[src/rtl/core/lfuttl_pkg.sv]
`default_nettype none

package lfuttl_pkg;

    // Request codes
    localparam logic [2:0] REQ_TICK  = 3'd0;
    localparam logic [2:0] REQ_GET   = 3'd1;
    localparam logic [2:0] REQ_PUT   = 3'd2;
    localparam logic [2:0] REQ_INVAL = 3'd3;
    localparam logic [2:0] REQ_CLEAR = 3'd4;

    // Configuration port
    localparam int CFG_IDX_W  = 2;
    localparam int CFG_DATA_W = 16;
    localparam logic [CFG_IDX_W-1:0] CFG_MAX_ENTRIES = 2'd0;
    localparam logic [CFG_IDX_W-1:0] CFG_TTL_SECONDS = 2'd1;
    localparam logic [4:0]  MAX_ENTRIES_RST = 5'd16;
    localparam logic [15:0] TTL_SECONDS_RST = 16'd3600;

    localparam logic [15:0] AGE_MAX  = 16'hFFFF;
    localparam logic [31:0] HITS_MAX = 32'hFFFF_FFFF;

    typedef struct packed {
        logic [2:0]  req_type;
        logic [63:0] key_tag;
        logic [31:0] put_value;
    } t_req;

    typedef struct packed {
        logic        hit;
        logic [31:0] read_value;
        logic [31:0] read_hits;
        logic [4:0]  occupancy;
        logic [4:0]  removed;
    } t_rsp;

    // One slot's stored fields
    typedef struct packed {
        logic [63:0] tag;
        logic [31:0] value;
        logic [31:0] hits;
        logic [15:0] age;
    } t_slot;

    typedef struct packed {
        logic tag;
        logic value;
        logic hits;
        logic age;
    } t_slot_we;

    // Per-slot evaluation from the shared scan unit
    typedef struct packed {
        logic        expired;
        logic        tag_eq;
        logic        lower;
        logic        age_max;
        logic [15:0] age_inc;
        logic [31:0] hits_inc;
    } t_scan_eval;

    typedef enum logic [3:0] {
        ST_IDLE,
        ST_TICK,
        ST_GET,
        ST_GET_FIN,
        ST_EVICT,
        ST_FIND,
        ST_PUT_WR,
        ST_INVAL,
        ST_DONE
    } t_state;

endpackage

`default_nettype wire

[src/rtl/core/lfuttl_slot_mem.sv]
`default_nettype none

module lfuttl_slot_mem
    import lfuttl_pkg::*;
#(
    parameter int CAPACITY = 16,
    localparam int IW = $clog2(CAPACITY)
) (
    input  wire logic          i_clk,
    input  wire logic [IW-1:0] i_rd_addr,
    output t_slot              o_rd_data,
    input  wire logic [IW-1:0] i_wr_addr,
    input  wire t_slot_we      i_wr_we,
    input  wire t_slot         i_wr_data
);

    logic [63:0] r_mem_tag   [CAPACITY];
    logic [31:0] r_mem_value [CAPACITY];
    logic [31:0] r_mem_hits  [CAPACITY];
    logic [15:0] r_mem_age   [CAPACITY];

    // Write port, per-field enables
    always_ff @(posedge i_clk) begin
        if (i_wr_we.tag) begin
            r_mem_tag[i_wr_addr] <= i_wr_data.tag;
        end
        if (i_wr_we.value) begin
            r_mem_value[i_wr_addr] <= i_wr_data.value;
        end
        if (i_wr_we.hits) begin
            r_mem_hits[i_wr_addr] <= i_wr_data.hits;
        end
        if (i_wr_we.age) begin
            r_mem_age[i_wr_addr] <= i_wr_data.age;
        end
    end

    // Registered read port
    always_ff @(posedge i_clk) begin
        o_rd_data.tag   <= r_mem_tag[i_rd_addr];
        o_rd_data.value <= r_mem_value[i_rd_addr];
        o_rd_data.hits  <= r_mem_hits[i_rd_addr];
        o_rd_data.age   <= r_mem_age[i_rd_addr];
    end

endmodule

`default_nettype wire

[src/rtl/core/lfuttl_scan_unit.sv]
`default_nettype none

module lfuttl_scan_unit
    import lfuttl_pkg::*;
(
    input  wire t_slot         i_slot,
    input  wire logic          i_valid,
    input  wire logic [63:0]   i_key,
    input  wire logic [15:0]   i_ttl,
    input  wire logic          i_best_vld,
    input  wire logic [31:0]   i_best_hits,
    output t_scan_eval         o_eval
);

    // Compares, an age increment and a saturating hit count increment for the slot under scan
    always_comb begin
        o_eval.expired  = i_valid && (i_slot.age > i_ttl);
        o_eval.tag_eq   = i_valid && (i_slot.tag == i_key);
        o_eval.lower    = i_valid && (!i_best_vld || (i_slot.hits < i_best_hits));
        o_eval.age_max  = (i_slot.age == AGE_MAX);
        o_eval.age_inc  = i_slot.age + 16'd1;
        o_eval.hits_inc = (i_slot.hits == HITS_MAX) ? i_slot.hits : i_slot.hits + 32'd1;
    end

endmodule

`default_nettype wire

[src/rtl/core/lfu_cache_with_ttl_expiry_core.sv]
`default_nettype none

// LFU result cache with TTL expiry, CAPACITY fully associative slots.
// Request channel: an item transfers when start is high and busy is low.
// busy stays high until the result has been issued. The result shows on
// o_rsp for one cycle with o_rsp_strobe high; the receiver cannot stall it.
// Config channel: i_cfg_valid/o_cfg_ready (always ready), i_cfg_index
// 0 = max_entries, 1 = ttl_seconds; other indexes are ignored. Write only
// while busy is low.
// Every slot walk reads the slots in index order, one read per cycle,
// from the slot memory, whose read port is registered.
// Sequence from transfer to strobe:
//   tick, invalidate: one walk, then the result
//   get, hit or miss: one walk, the hit count write-back step, then the result
//   put: one walk per entry evicted, a find walk, the write, then the result
//   clear, unknown request: the result only
// One item is in flight at a time; the next may transfer in the strobe cycle.
// Reset empties the cache and loads max_entries = 16, ttl_seconds = 3600.
// No clearing pass is needed: slot contents are read only while valid.
module lfu_cache_with_ttl_expiry_core
    import lfuttl_pkg::*;
#(
    parameter int CAPACITY = 16
) (
    input  wire logic                  i_clk,
    input  wire logic                  i_rst_n,
    input  wire logic                  start,
    output logic                       busy,
    input  wire t_req                  i_req,
    output t_rsp                       o_rsp,
    output logic                       o_rsp_strobe,
    input  wire logic                  i_cfg_valid,
    output logic                       o_cfg_ready,
    input  wire logic [CFG_IDX_W-1:0]  i_cfg_index,
    input  wire logic [CFG_DATA_W-1:0] i_cfg_data
);

    localparam int IW = $clog2(CAPACITY);
    localparam int CW = $clog2(CAPACITY + 1);
    localparam logic [IW-1:0] LAST_IDX = IW'(CAPACITY - 1);

    // Control state
    t_state          r_state, n_state;
    logic [4:0]      r_max;
    logic [15:0]     r_ttl;
    logic [CAPACITY-1:0] r_valid, n_valid;
    logic [CW-1:0]   r_occ, n_occ;
    logic [CW-1:0]   r_removed, n_removed;
    logic [CW-1:0]   r_todo, n_todo;
    logic [CW-1:0]   r_done, n_done;
    logic [IW-1:0]   r_idx, n_idx;
    logic            r_issuing, n_issuing;
    logic            r_rd_vld, n_rd_vld;
    logic [IW-1:0]   r_rd_idx, n_rd_idx;
    logic            r_found, n_found;
    logic            r_free_vld, n_free_vld;
    logic            r_best_vld, n_best_vld;
    logic            r_hit, n_hit;
    logic            r_strobe, n_strobe;

    // Payload state
    logic [63:0]     r_key, n_key;
    logic [31:0]     r_put_val, n_put_val;
    logic [IW-1:0]   r_slot, n_slot;
    logic [IW-1:0]   r_free_idx, n_free_idx;
    logic [IW-1:0]   r_best_idx, n_best_idx;
    logic [31:0]     r_best_hits, n_best_hits;
    logic [31:0]     r_rval, n_rval;
    logic [31:0]     r_rhits, n_rhits;
    t_rsp            r_rsp, n_rsp;

    // Memory and scan unit hookup
    t_slot           w_rd_data;
    t_slot_we        w_we;
    t_slot           w_wr_data;
    logic [IW-1:0]   w_wr_addr;
    t_scan_eval      w_eval;
    logic            w_cur_valid;
    logic            w_last;

    // Eviction count
    logic [31:0]     w_occ32;
    logic [31:0]     w_lim32;
    logic [31:0]     w_todo32;
    logic [31:0]     w_rem32;

    lfuttl_slot_mem #(
        .CAPACITY (CAPACITY)
    ) u_slot_mem (
        .i_clk     (i_clk),
        .i_rd_addr (r_idx),
        .o_rd_data (w_rd_data),
        .i_wr_addr (w_wr_addr),
        .i_wr_we   (w_we),
        .i_wr_data (w_wr_data)
    );

    assign w_cur_valid = r_valid[r_rd_idx];
    assign w_last      = r_rd_vld && (r_rd_idx == LAST_IDX);

    lfuttl_scan_unit u_scan_unit (
        .i_slot      (w_rd_data),
        .i_valid     (w_cur_valid),
        .i_key       (r_key),
        .i_ttl       (r_ttl),
        .i_best_vld  (r_best_vld),
        .i_best_hits (r_best_hits),
        .o_eval      (w_eval)
    );

    // Number of entries a put must evict
    always_comb begin
        w_occ32 = 32'(r_occ);
        w_lim32 = (32'(r_max) < 32'(CAPACITY)) ? 32'(r_max) : 32'(CAPACITY);
        w_todo32 = (w_occ32 >= w_lim32) ? (w_occ32 - w_lim32 + 32'd1) : 32'd0;
        if (w_todo32 > w_occ32) begin
            w_todo32 = w_occ32;
        end
        w_rem32 = 32'(r_removed);
    end

    assign busy         = (r_state != ST_IDLE);
    assign o_cfg_ready  = 1'b1;
    assign o_rsp        = r_rsp;
    assign o_rsp_strobe = r_strobe;

    // Sequencer: next state, slot walk and memory writes
    always_comb begin
        n_state     = r_state;
        n_valid     = r_valid;
        n_occ       = r_occ;
        n_removed   = r_removed;
        n_todo      = r_todo;
        n_done      = r_done;
        n_found     = r_found;
        n_free_vld  = r_free_vld;
        n_best_vld  = r_best_vld;
        n_hit       = r_hit;
        n_strobe    = 1'b0;
        n_key       = r_key;
        n_put_val   = r_put_val;
        n_slot      = r_slot;
        n_free_idx  = r_free_idx;
        n_best_idx  = r_best_idx;
        n_best_hits = r_best_hits;
        n_rval      = r_rval;
        n_rhits     = r_rhits;
        n_rsp       = r_rsp;
        w_we        = '0;
        w_wr_addr   = r_rd_idx;
        w_wr_data   = w_rd_data;

        // Walk: issue one read per cycle, data comes back in the next cycle
        n_idx     = r_idx;
        n_issuing = r_issuing;
        n_rd_vld  = r_issuing;
        n_rd_idx  = r_idx;
        if (r_issuing) begin
            n_idx = r_idx + IW'(1);
            if (r_idx == LAST_IDX) begin
                n_issuing = 1'b0;
                n_idx     = '0;
            end
        end

        unique case (r_state)
            ST_IDLE: begin
                if (start) begin
                    n_key      = i_req.key_tag;
                    n_put_val  = i_req.put_value;
                    n_removed  = '0;
                    n_done     = '0;
                    n_hit      = 1'b0;
                    n_rval     = '0;
                    n_rhits    = '0;
                    n_found    = 1'b0;
                    n_free_vld = 1'b0;
                    n_best_vld = 1'b0;
                    n_idx      = '0;
                    n_issuing  = 1'b1;
                    unique case (i_req.req_type)
                        REQ_TICK:  n_state = ST_TICK;
                        REQ_GET:   n_state = ST_GET;
                        REQ_PUT: begin
                            n_todo  = CW'(w_todo32);
                            n_state = (w_todo32 == 32'd0) ? ST_FIND : ST_EVICT;
                        end
                        REQ_INVAL: n_state = ST_INVAL;
                        REQ_CLEAR: begin
                            n_valid   = '0;
                            n_occ     = '0;
                            n_issuing = 1'b0;
                            n_state   = ST_DONE;
                        end
                        default: begin
                            n_issuing = 1'b0;
                            n_state   = ST_DONE;
                        end
                    endcase
                end
            end

            // Age every valid slot, saturating
            ST_TICK: begin
                if (r_rd_vld && w_cur_valid && !w_eval.age_max) begin
                    w_we.age      = 1'b1;
                    w_wr_data.age = w_eval.age_inc;
                end
                if (w_last) begin
                    n_state = ST_DONE;
                end
            end

            // Expire old slots and look up the key in one walk
            ST_GET: begin
                if (r_rd_vld) begin
                    if (w_eval.expired) begin
                        n_valid[r_rd_idx] = 1'b0;
                        n_occ             = r_occ - CW'(1);
                        n_removed         = r_removed + CW'(1);
                    end else if (w_eval.tag_eq && !r_found) begin
                        n_found = 1'b1;
                        n_slot  = r_rd_idx;
                        n_rval  = w_rd_data.value;
                        n_rhits = w_eval.hits_inc;
                    end
                end
                if (w_last) begin
                    n_state = ST_GET_FIN;
                end
            end

            ST_GET_FIN: begin
                if (r_found) begin
                    n_hit          = 1'b1;
                    w_we.hits      = 1'b1;
                    w_wr_addr      = r_slot;
                    w_wr_data.hits = r_rhits;
                end
                n_state = ST_DONE;
            end

            // One walk per evicted entry: lowest hit count, lowest slot
            ST_EVICT: begin
                if (r_rd_vld && w_eval.lower) begin
                    n_best_vld  = 1'b1;
                    n_best_idx  = r_rd_idx;
                    n_best_hits = w_rd_data.hits;
                end
                if (w_last) begin
                    n_best_vld = 1'b0;
                    n_idx      = '0;
                    n_issuing  = 1'b1;
                    if (w_eval.lower || r_best_vld) begin
                        n_valid[w_eval.lower ? r_rd_idx : r_best_idx] = 1'b0;
                        n_occ     = r_occ - CW'(1);
                        n_removed = r_removed + CW'(1);
                        n_done    = r_done + CW'(1);
                    end
                    if (!(w_eval.lower || r_best_vld) || ((r_done + CW'(1)) == r_todo)) begin
                        n_state = ST_FIND;
                    end
                end
            end

            // Find the key or the lowest free slot
            ST_FIND: begin
                if (r_rd_vld) begin
                    if (w_eval.tag_eq && !r_found) begin
                        n_found = 1'b1;
                        n_slot  = r_rd_idx;
                    end
                    if (!w_cur_valid && !r_free_vld) begin
                        n_free_vld = 1'b1;
                        n_free_idx = r_rd_idx;
                    end
                end
                if (w_last) begin
                    n_state = ST_PUT_WR;
                end
            end

            ST_PUT_WR: begin
                w_wr_data.tag   = r_key;
                w_wr_data.value = r_put_val;
                w_wr_data.hits  = 32'd1;
                w_wr_data.age   = 16'd0;
                if (r_found) begin
                    w_we      = '1;
                    w_wr_addr = r_slot;
                end else if (r_free_vld) begin
                    w_we                = '1;
                    w_wr_addr           = r_free_idx;
                    n_valid[r_free_idx] = 1'b1;
                    n_occ               = r_occ + CW'(1);
                end
                n_state = ST_DONE;
            end

            ST_INVAL: begin
                if (r_rd_vld && w_eval.tag_eq && !r_found) begin
                    n_found           = 1'b1;
                    n_valid[r_rd_idx] = 1'b0;
                    n_occ             = r_occ - CW'(1);
                end
                if (w_last) begin
                    n_state = ST_DONE;
                end
            end

            ST_DONE: begin
                n_rsp.hit        = r_hit;
                n_rsp.read_value = r_rval & {32{r_hit}};
                n_rsp.read_hits  = r_rhits & {32{r_hit}};
                n_rsp.occupancy  = w_occ32[4:0];
                n_rsp.removed    = w_rem32[4:0];
                n_strobe         = 1'b1;
                n_state          = ST_IDLE;
            end

            default: n_state = ST_IDLE;
        endcase
    end

    // State register
    always_ff @(posedge i_clk) begin
        if (!i_rst_n) begin
            r_state <= ST_IDLE;
        end else begin
            r_state <= n_state;
        end
    end

    // Control registers
    always_ff @(posedge i_clk) begin
        if (!i_rst_n) begin
            r_max      <= MAX_ENTRIES_RST;
            r_ttl      <= TTL_SECONDS_RST;
            r_valid    <= '0;
            r_occ      <= '0;
            r_removed  <= '0;
            r_todo     <= '0;
            r_done     <= '0;
            r_idx      <= '0;
            r_issuing  <= 1'b0;
            r_rd_vld   <= 1'b0;
            r_rd_idx   <= '0;
            r_found    <= 1'b0;
            r_free_vld <= 1'b0;
            r_best_vld <= 1'b0;
            r_hit      <= 1'b0;
            r_strobe   <= 1'b0;
        end else begin
            if (i_cfg_valid && o_cfg_ready) begin
                case (i_cfg_index)
                    CFG_MAX_ENTRIES: r_max <= i_cfg_data[4:0];
                    CFG_TTL_SECONDS: r_ttl <= i_cfg_data;
                    default: ;
                endcase
            end
            r_valid    <= n_valid;
            r_occ      <= n_occ;
            r_removed  <= n_removed;
            r_todo     <= n_todo;
            r_done     <= n_done;
            r_idx      <= n_idx;
            r_issuing  <= n_issuing;
            r_rd_vld   <= n_rd_vld;
            r_rd_idx   <= n_rd_idx;
            r_found    <= n_found;
            r_free_vld <= n_free_vld;
            r_best_vld <= n_best_vld;
            r_hit      <= n_hit;
            r_strobe   <= n_strobe;
        end
    end

    // Payload registers
    always_ff @(posedge i_clk) begin
        r_key       <= n_key;
        r_put_val   <= n_put_val;
        r_slot      <= n_slot;
        r_free_idx  <= n_free_idx;
        r_best_idx  <= n_best_idx;
        r_best_hits <= n_best_hits;
        r_rval      <= n_rval;
        r_rhits     <= n_rhits;
        r_rsp       <= n_rsp;
    end

    // Occupancy counter tracks the valid bits
    a_occ_matches_valid: assert property (@(posedge i_clk) disable iff (!i_rst_n)
        32'(r_occ) == $countones(r_valid))
        else $error("occupancy counter out of step with valid bits");

    // Busy drops only as the result is issued
    a_done_with_strobe: assert property (@(posedge i_clk) disable iff (!i_rst_n)
        $fell(busy) |-> o_rsp_strobe)
        else $error("busy fell without a result");

    // Strobe lasts one cycle
    a_strobe_single: assert property (@(posedge i_clk) disable iff (!i_rst_n)
        o_rsp_strobe |=> !o_rsp_strobe)
        else $error("result strobe held for two cycles");

    // Eviction never goes past its target
    a_evict_bound: assert property (@(posedge i_clk) disable iff (!i_rst_n)
        (r_state == ST_EVICT) |-> (r_done < r_todo))
        else $error("eviction count overran");

endmodule

`default_nettype wire
[config.mk]
export PLATFORM = sky130hd
export DESIGN_NAME = lfu_cache_with_ttl_expiry_core
export DESIGN_NICKNAME = d
export VERILOG_FILES = /design/src/rtl/core/lfuttl_pkg.sv /design/src/rtl/core/lfuttl_slot_mem.sv /design/src/rtl/core/lfuttl_scan_unit.sv /design/src/rtl/core/lfu_cache_with_ttl_expiry_core.sv
export SDC_FILE = /design/constraint.sdc
export NUM_CORES = 2
export LEC_CHECK = 0
export BUFFER_PORTS_ARGS = -buffer_cell sky130_fd_sc_hd__buf_4
export CORE_MARGIN = 1.5
export CORE_UTILIZATION = 30
export CTS_CLUSTER_DIAMETER = 50
export CTS_CLUSTER_SIZE = 8
export DETAILED_ROUTE_END_ITERATION = 16
export PLACE_DENSITY = 0.41
export SLEW_MARGIN = 25
export SYNTH_ARGS = -nofsm -noshare
export SYNTH_HDL_FRONTEND = slang
export SYNTH_HIERARCHICAL = 1
export SYNTH_SLANG_ARGS = --single-unit
[constraint.sdc]
create_clock -name i_clk -period 17.3 [get_ports i_clk]
set_input_delay 0 -clock i_clk [delete_from_list [all_inputs] [get_ports i_clk]]
set_output_delay 0 -clock i_clk [all_outputs]
set_load 0.005 [all_outputs]
==> flow_summary.rst <==
.. list-table::
   :header-rows: 1

   * - Metric
     - Value
   * - Number of standard cells after synthesis
     - 5791
   * - Total die area
     - between 0.3 and 0.4 mm2
   * - Total Routing Usage GR
     - between 15 and 20%
   * - Number of synthesis warnings
     - 6
   * - Number of levels in the clock H-tree
     - 5
   * - Antenna violations before repair
     - 28
   * - Number of iterations in the first detailed-routing pass
     - 6
   * - Placeable core area
     - 0.3617 mm2
   * - Final global-route overflow total
     - 0
   * - Half-perimeter wire length after detailed placement
     - ~180000 um
   * - Latest clock arrival within the worst-skew pair
     - between 0.9 and 1 ns
   * - Total via count after detailed routing
     - 57.32k
   * - Maximum buffer depth of the clock tree
     - 4
   * - Die Y
     - roughly 610 um
   * - Sw Share
     - approximately 26%
   * - Syn Area/Cell
     - approximately 19 um2
   * - Placer's final routability congestion estimate
     - between 0.7 and 0.8
   * - CTS tree
     - done
   * - Multiplexer area fraction after synthesis
     - roughly an eighth
   * - Startpoint kind of the worst setup timing path
     - flip-flop
   * - Combinational family with the most area after synthesis
     - multiplexers
   * - Mapped Nets
     - roughly 6.0k
   * - Final std cell area, no fill
     - approximately 0.13 mm2
   * - Arrival time of data at the critical path endpoint
     - around 6.4 ns
   * - Num CTS Buffers
     - 420
   * - Final cell count without fillers
     - ~12k
   * - Layout fillers
     - 33.78k
   * - Drt drc
     - 0
   * - Seq pwr share
     - between 40% and 50%
   * - IO Pins
     - between 150 and 200
   * - Final total negative setup slack
     - 0 ns
   * - Post-Syn Area
     - 0.1089 mm2
   * - Area growth, synth to finish
     - 20.83%
   * - Most frequently used flop master after synthesis
     - edfxtp_1
   * - First-pass GRT wire length
     - ~460000 um
   * - Maximum number of pins on one net before global-route repair
     - 132
   * - Die width
     - between 600 and 700 um
   * - Adder and majority gate portion of the synthesized area
     - 0.7929%
   * - Total length of routed wires
     - ~320000 um
   * - Sinks on the clock net
     - around 2.8k
   * - Synth unique cells
     - 76
   * - Number of max-slew violations in the final report
     - 0
   * - Setup repair after global routing missed its margin
     - no
   * - Post-CTS repair timing setup buffer count
     - 0
   * - Effective utilization at floorplan
     - 30.11%
   * - Number of global-route vias before repair
     - 60.33k
   * - Portion of total power attributed to combinational logic
     - about an eighth
   * - Final setup violating endpoints
     - 0
   * - Post-placement cell area
     - between 0.1 and 0.15 mm2
   * - Fraction of the mapped netlist area in simple logic gates
     - 5.413%
   * - Count of flip-flops with a built-in enable after synthesis
     - about 2.6k
   * - Maximum VDD drop
     - between 0.08 and 0.09 mV
   * - Cells on Worst Hold Path
     - 4
   * - Final Hold Vio Count
     - 0
   * - Post-route antenna net violation count
     - 0
   * - Cell Pwr Density
     - approximately 140 mW/mm2
   * - Worst Hold Class
     - input pin to flip-flop
   * - Tightest slew margin relative to the limit
     - 31.06%
   * - Share of final-layout standard cells stronger than drive strength 1
     - about 22%
   * - CTS clock-pin slew for the worst setup and hold paths
     - 0.05 ns
   * - CTS Root Buffer Type
     - clkbuf_16
   * - Routed vias/inst
     - 4.922
   * - Timing-limited maximum frequency
     - between 150 and 200 MHz
   * - Top cells by area, synth
     - edfxtp_1, mux4_2, dfxtp_1
   * - Synth Area in Compound Gates
     - under 10%
   * - Fraction of registers with async set/reset
     - 0%
   * - Share of the synthesized area in the top cell type
     - between 70% and 80%
   * - Synth area leader
     - edfxtp_1
   * - Period minus WS final
     - ~5.5 ns
   * - Per-cell routed wire length
     - roughly 28 um
   * - Critical path peak fanout
     - 21
   * - Start-to-end type of the worst setup path
     - flip-flop to flip-flop
   * - Sequential cell area fraction in the yosys report
     - between 70% and 80%
   * - CP endpoint kind
     - flip-flop
   * - Result of the run
     - completed
   * - Number of buffer cells added on primary ports
     - between 150 and 200
   * - Number of max-cap violations
     - 0
   * - Xor and xnor fraction of the mapped netlist area
     - less than 1%
   * - Number of core rows
     - about 220
   * - Number of DRC markers after the initial detailed-route iteration
     - 4853
   * - Int Power
     - 13820 uW
   * - Setup clock skew after layout
     - 0.06571 ns
   * - Share of the cycle needed by the critical path after routing
     - approximately a third
   * - Clock share of power
     - 42.0%
   * - Number of instances in the placed design
     - 10.60k
   * - Number of nets at the end of the flow
     - 6683
   * - Switching component of the power
     - approximately 4800 uW
   * - Total of flip-flops plus latches after synthesis
     - between 2k and 3k
   * - FF-to-FF path depth
     - 15
   * - Transition time at the pin with the least slew margin
     - around 1.0 ns
   * - Leakage
     - ~0.042 uW
   * - Required arrival time at the worst endpoint
     - approximately 18 ns
-- path summary, 6_finish.rpt --
path,startpoint,slack [ns],endpoint
worst min-delay path,i_req[98],0.17,n_rd_vld
worst min register to register,r_ttl[6],0.46,r_ttl[6]
worst max-delay path,r_rd_idx[0],11.82,r_valid[3]
worst max register to register,r_rd_idx[0],11.82,r_valid[3]
-- Yosys cell counts (18+ instances only) --
cell type  number
and2_1        213
xor2_1         37
a21boi_0       18
dfxtp_1       220
nor3_1         29
o221ai_1       36
a221oi_1       28
clkbuf_1      132
nand2_1       563
ha_1           65
mux4_2        531
a22oi_1       227
nor2b_1        65
inv_1          93
buf_2          94
a21oi_1        58
mux2i_1        52
nor2_1         99
buf_1          19
xnor2_1        75
buf_6          28
mux2_2         73
nand3_1       112
nand2b_1       26
nand4_1        35
edfxtp_1     2583
o21ai_0        60
-- power by group through the flow --
stage                     combinational, uW  sequential, uW  clock, uW
final                                  2270            8520       7810
after global routing                   2480            8550       8280
after CTS                              2320            8520       8010
after detailed placement               2260            8650          0
after global placement                 2240            8650          0
after floorplan                        1460            8460          0
-- timing repair --
item	CTS	global route
endpoints found under the setup margin	0	0
hold buffers	264	0
hold endpoints to repair	197	0
gates resized for setup	0	0
-- critical path, cell delays in order (launching register included) --
cell and delay [ns]:
dfxtp_1 0.79, mux4_2 0.37, mux4_2 0.41, buf_4 0.44, o2111ai_1 0.20, a221oi_1 0.29
a21oi_1 0.13, a41oi_2 0.16, buf_4 0.27, nor2_1 0.14, or3_1 0.36, a221oi_2 0.31
and3_1 0.71, nand4_1 0.35, nor3_1 0.24, o221a_1 0.20
-- metrics by stage --
| step | hold WS [ns] | util, % | power [uW] | setup WS [ns] |
|---|---|---|---|---|
| 2_1_floorplan | 0.09887 | - | 9928 | 10.60 |
| 3_3_place_gp | 0.1791 | 32.07 | 10880 | 11.41 |
| 3_5_place_dp | 0.1797 | 32.08 | 10920 | 11.85 |
| 4_1_cts | 0.1051 | 36.35 | 18850 | 11.79 |
| 5_1_grt | 0.1576 | 36.37 | 19300 | 11.40 |
| 6_report | 0.1699 | 36.38 | 18600 | 11.82 |
-- flip-flops by register name, summed over array words and instances (netlist names), 5 cells and up --
| register | cells |
|---|---|
| u_slot_mem/r_mem_tag | 1024 |
| r_put_val | 32 |
| r_rval | 32 |
| r_todo | 5 |
| r_rhits | 32 |
| u_slot_mem/o_rd_data | 144 |
| r_ttl | 16 |
| r_valid | 16 |
| r_removed | 5 |
| u_slot_mem/r_mem_hits | 512 |
| r_occ | 5 |
| u_slot_mem/r_mem_value | 512 |
| r_max | 5 |
| r_key | 64 |
| o_rsp | 75 |
| r_best_hits | 32 |
| r_done | 5 |
| u_slot_mem/r_mem_age | 256 |
-- final cells by class --
cell class | count | area, um2 | area share [%]
clock inverters | 63 | 832.0 | 0.6324
repair buffers | 573 | 5105 | 3.880
multi-input cells | 2603 | 25290 | 19.22
diodes | 7 | 17.52 | 0.01331
flip-flops and latches | 2803 | 81980 | 62.32
clock buffers | 709 | 11980 | 9.102
well taps | 4794 | 5998 | 4.559
inverters | 94 | 357.8 | 0.2720
-- cells by family (layout without fill, tap and decap cells) --
family | after synthesis | in the layout
AO/OA/AOI/OAI | 536 | 536
other | 1 | 8
flip-flops | 2803 | 2803
multiplexers | 663 | 663
buffers and inverters | 385 | 1439
adder cells (fa/ha/maj) | 68 | 68
AND/OR/NAND/NOR | 1223 | 1223
XOR/XNOR | 112 | 112
-- cells in the final DEF (no fill, tap or decap), drive strengths merged, types with 112 or more instances in the layout --
cell type / instances
a22oi: 227
and2: 213
buf: 309
clkbuf: 709
dfxtp: 220
dlygate4sd3: 264
edfxtp: 2583
mux4: 531
nand2: 565
nand3: 112
-- routing by layer --
| metal | GRT usage (%) | part of all wire (%) | routed length (um) |
|---|---|---|---|
| met1 | 23.48 | 44 | 143500 |
| met2 | 29.40 | 49 | 158300 |
| met3 | 2.261 | 4.1 | 13430 |
| met4 | 5.208 | 2.9 | 9446 |
| met5 | 0 | 0.0040 | 13 |
No activity file was read; power rests on OpenSTA's default activity.
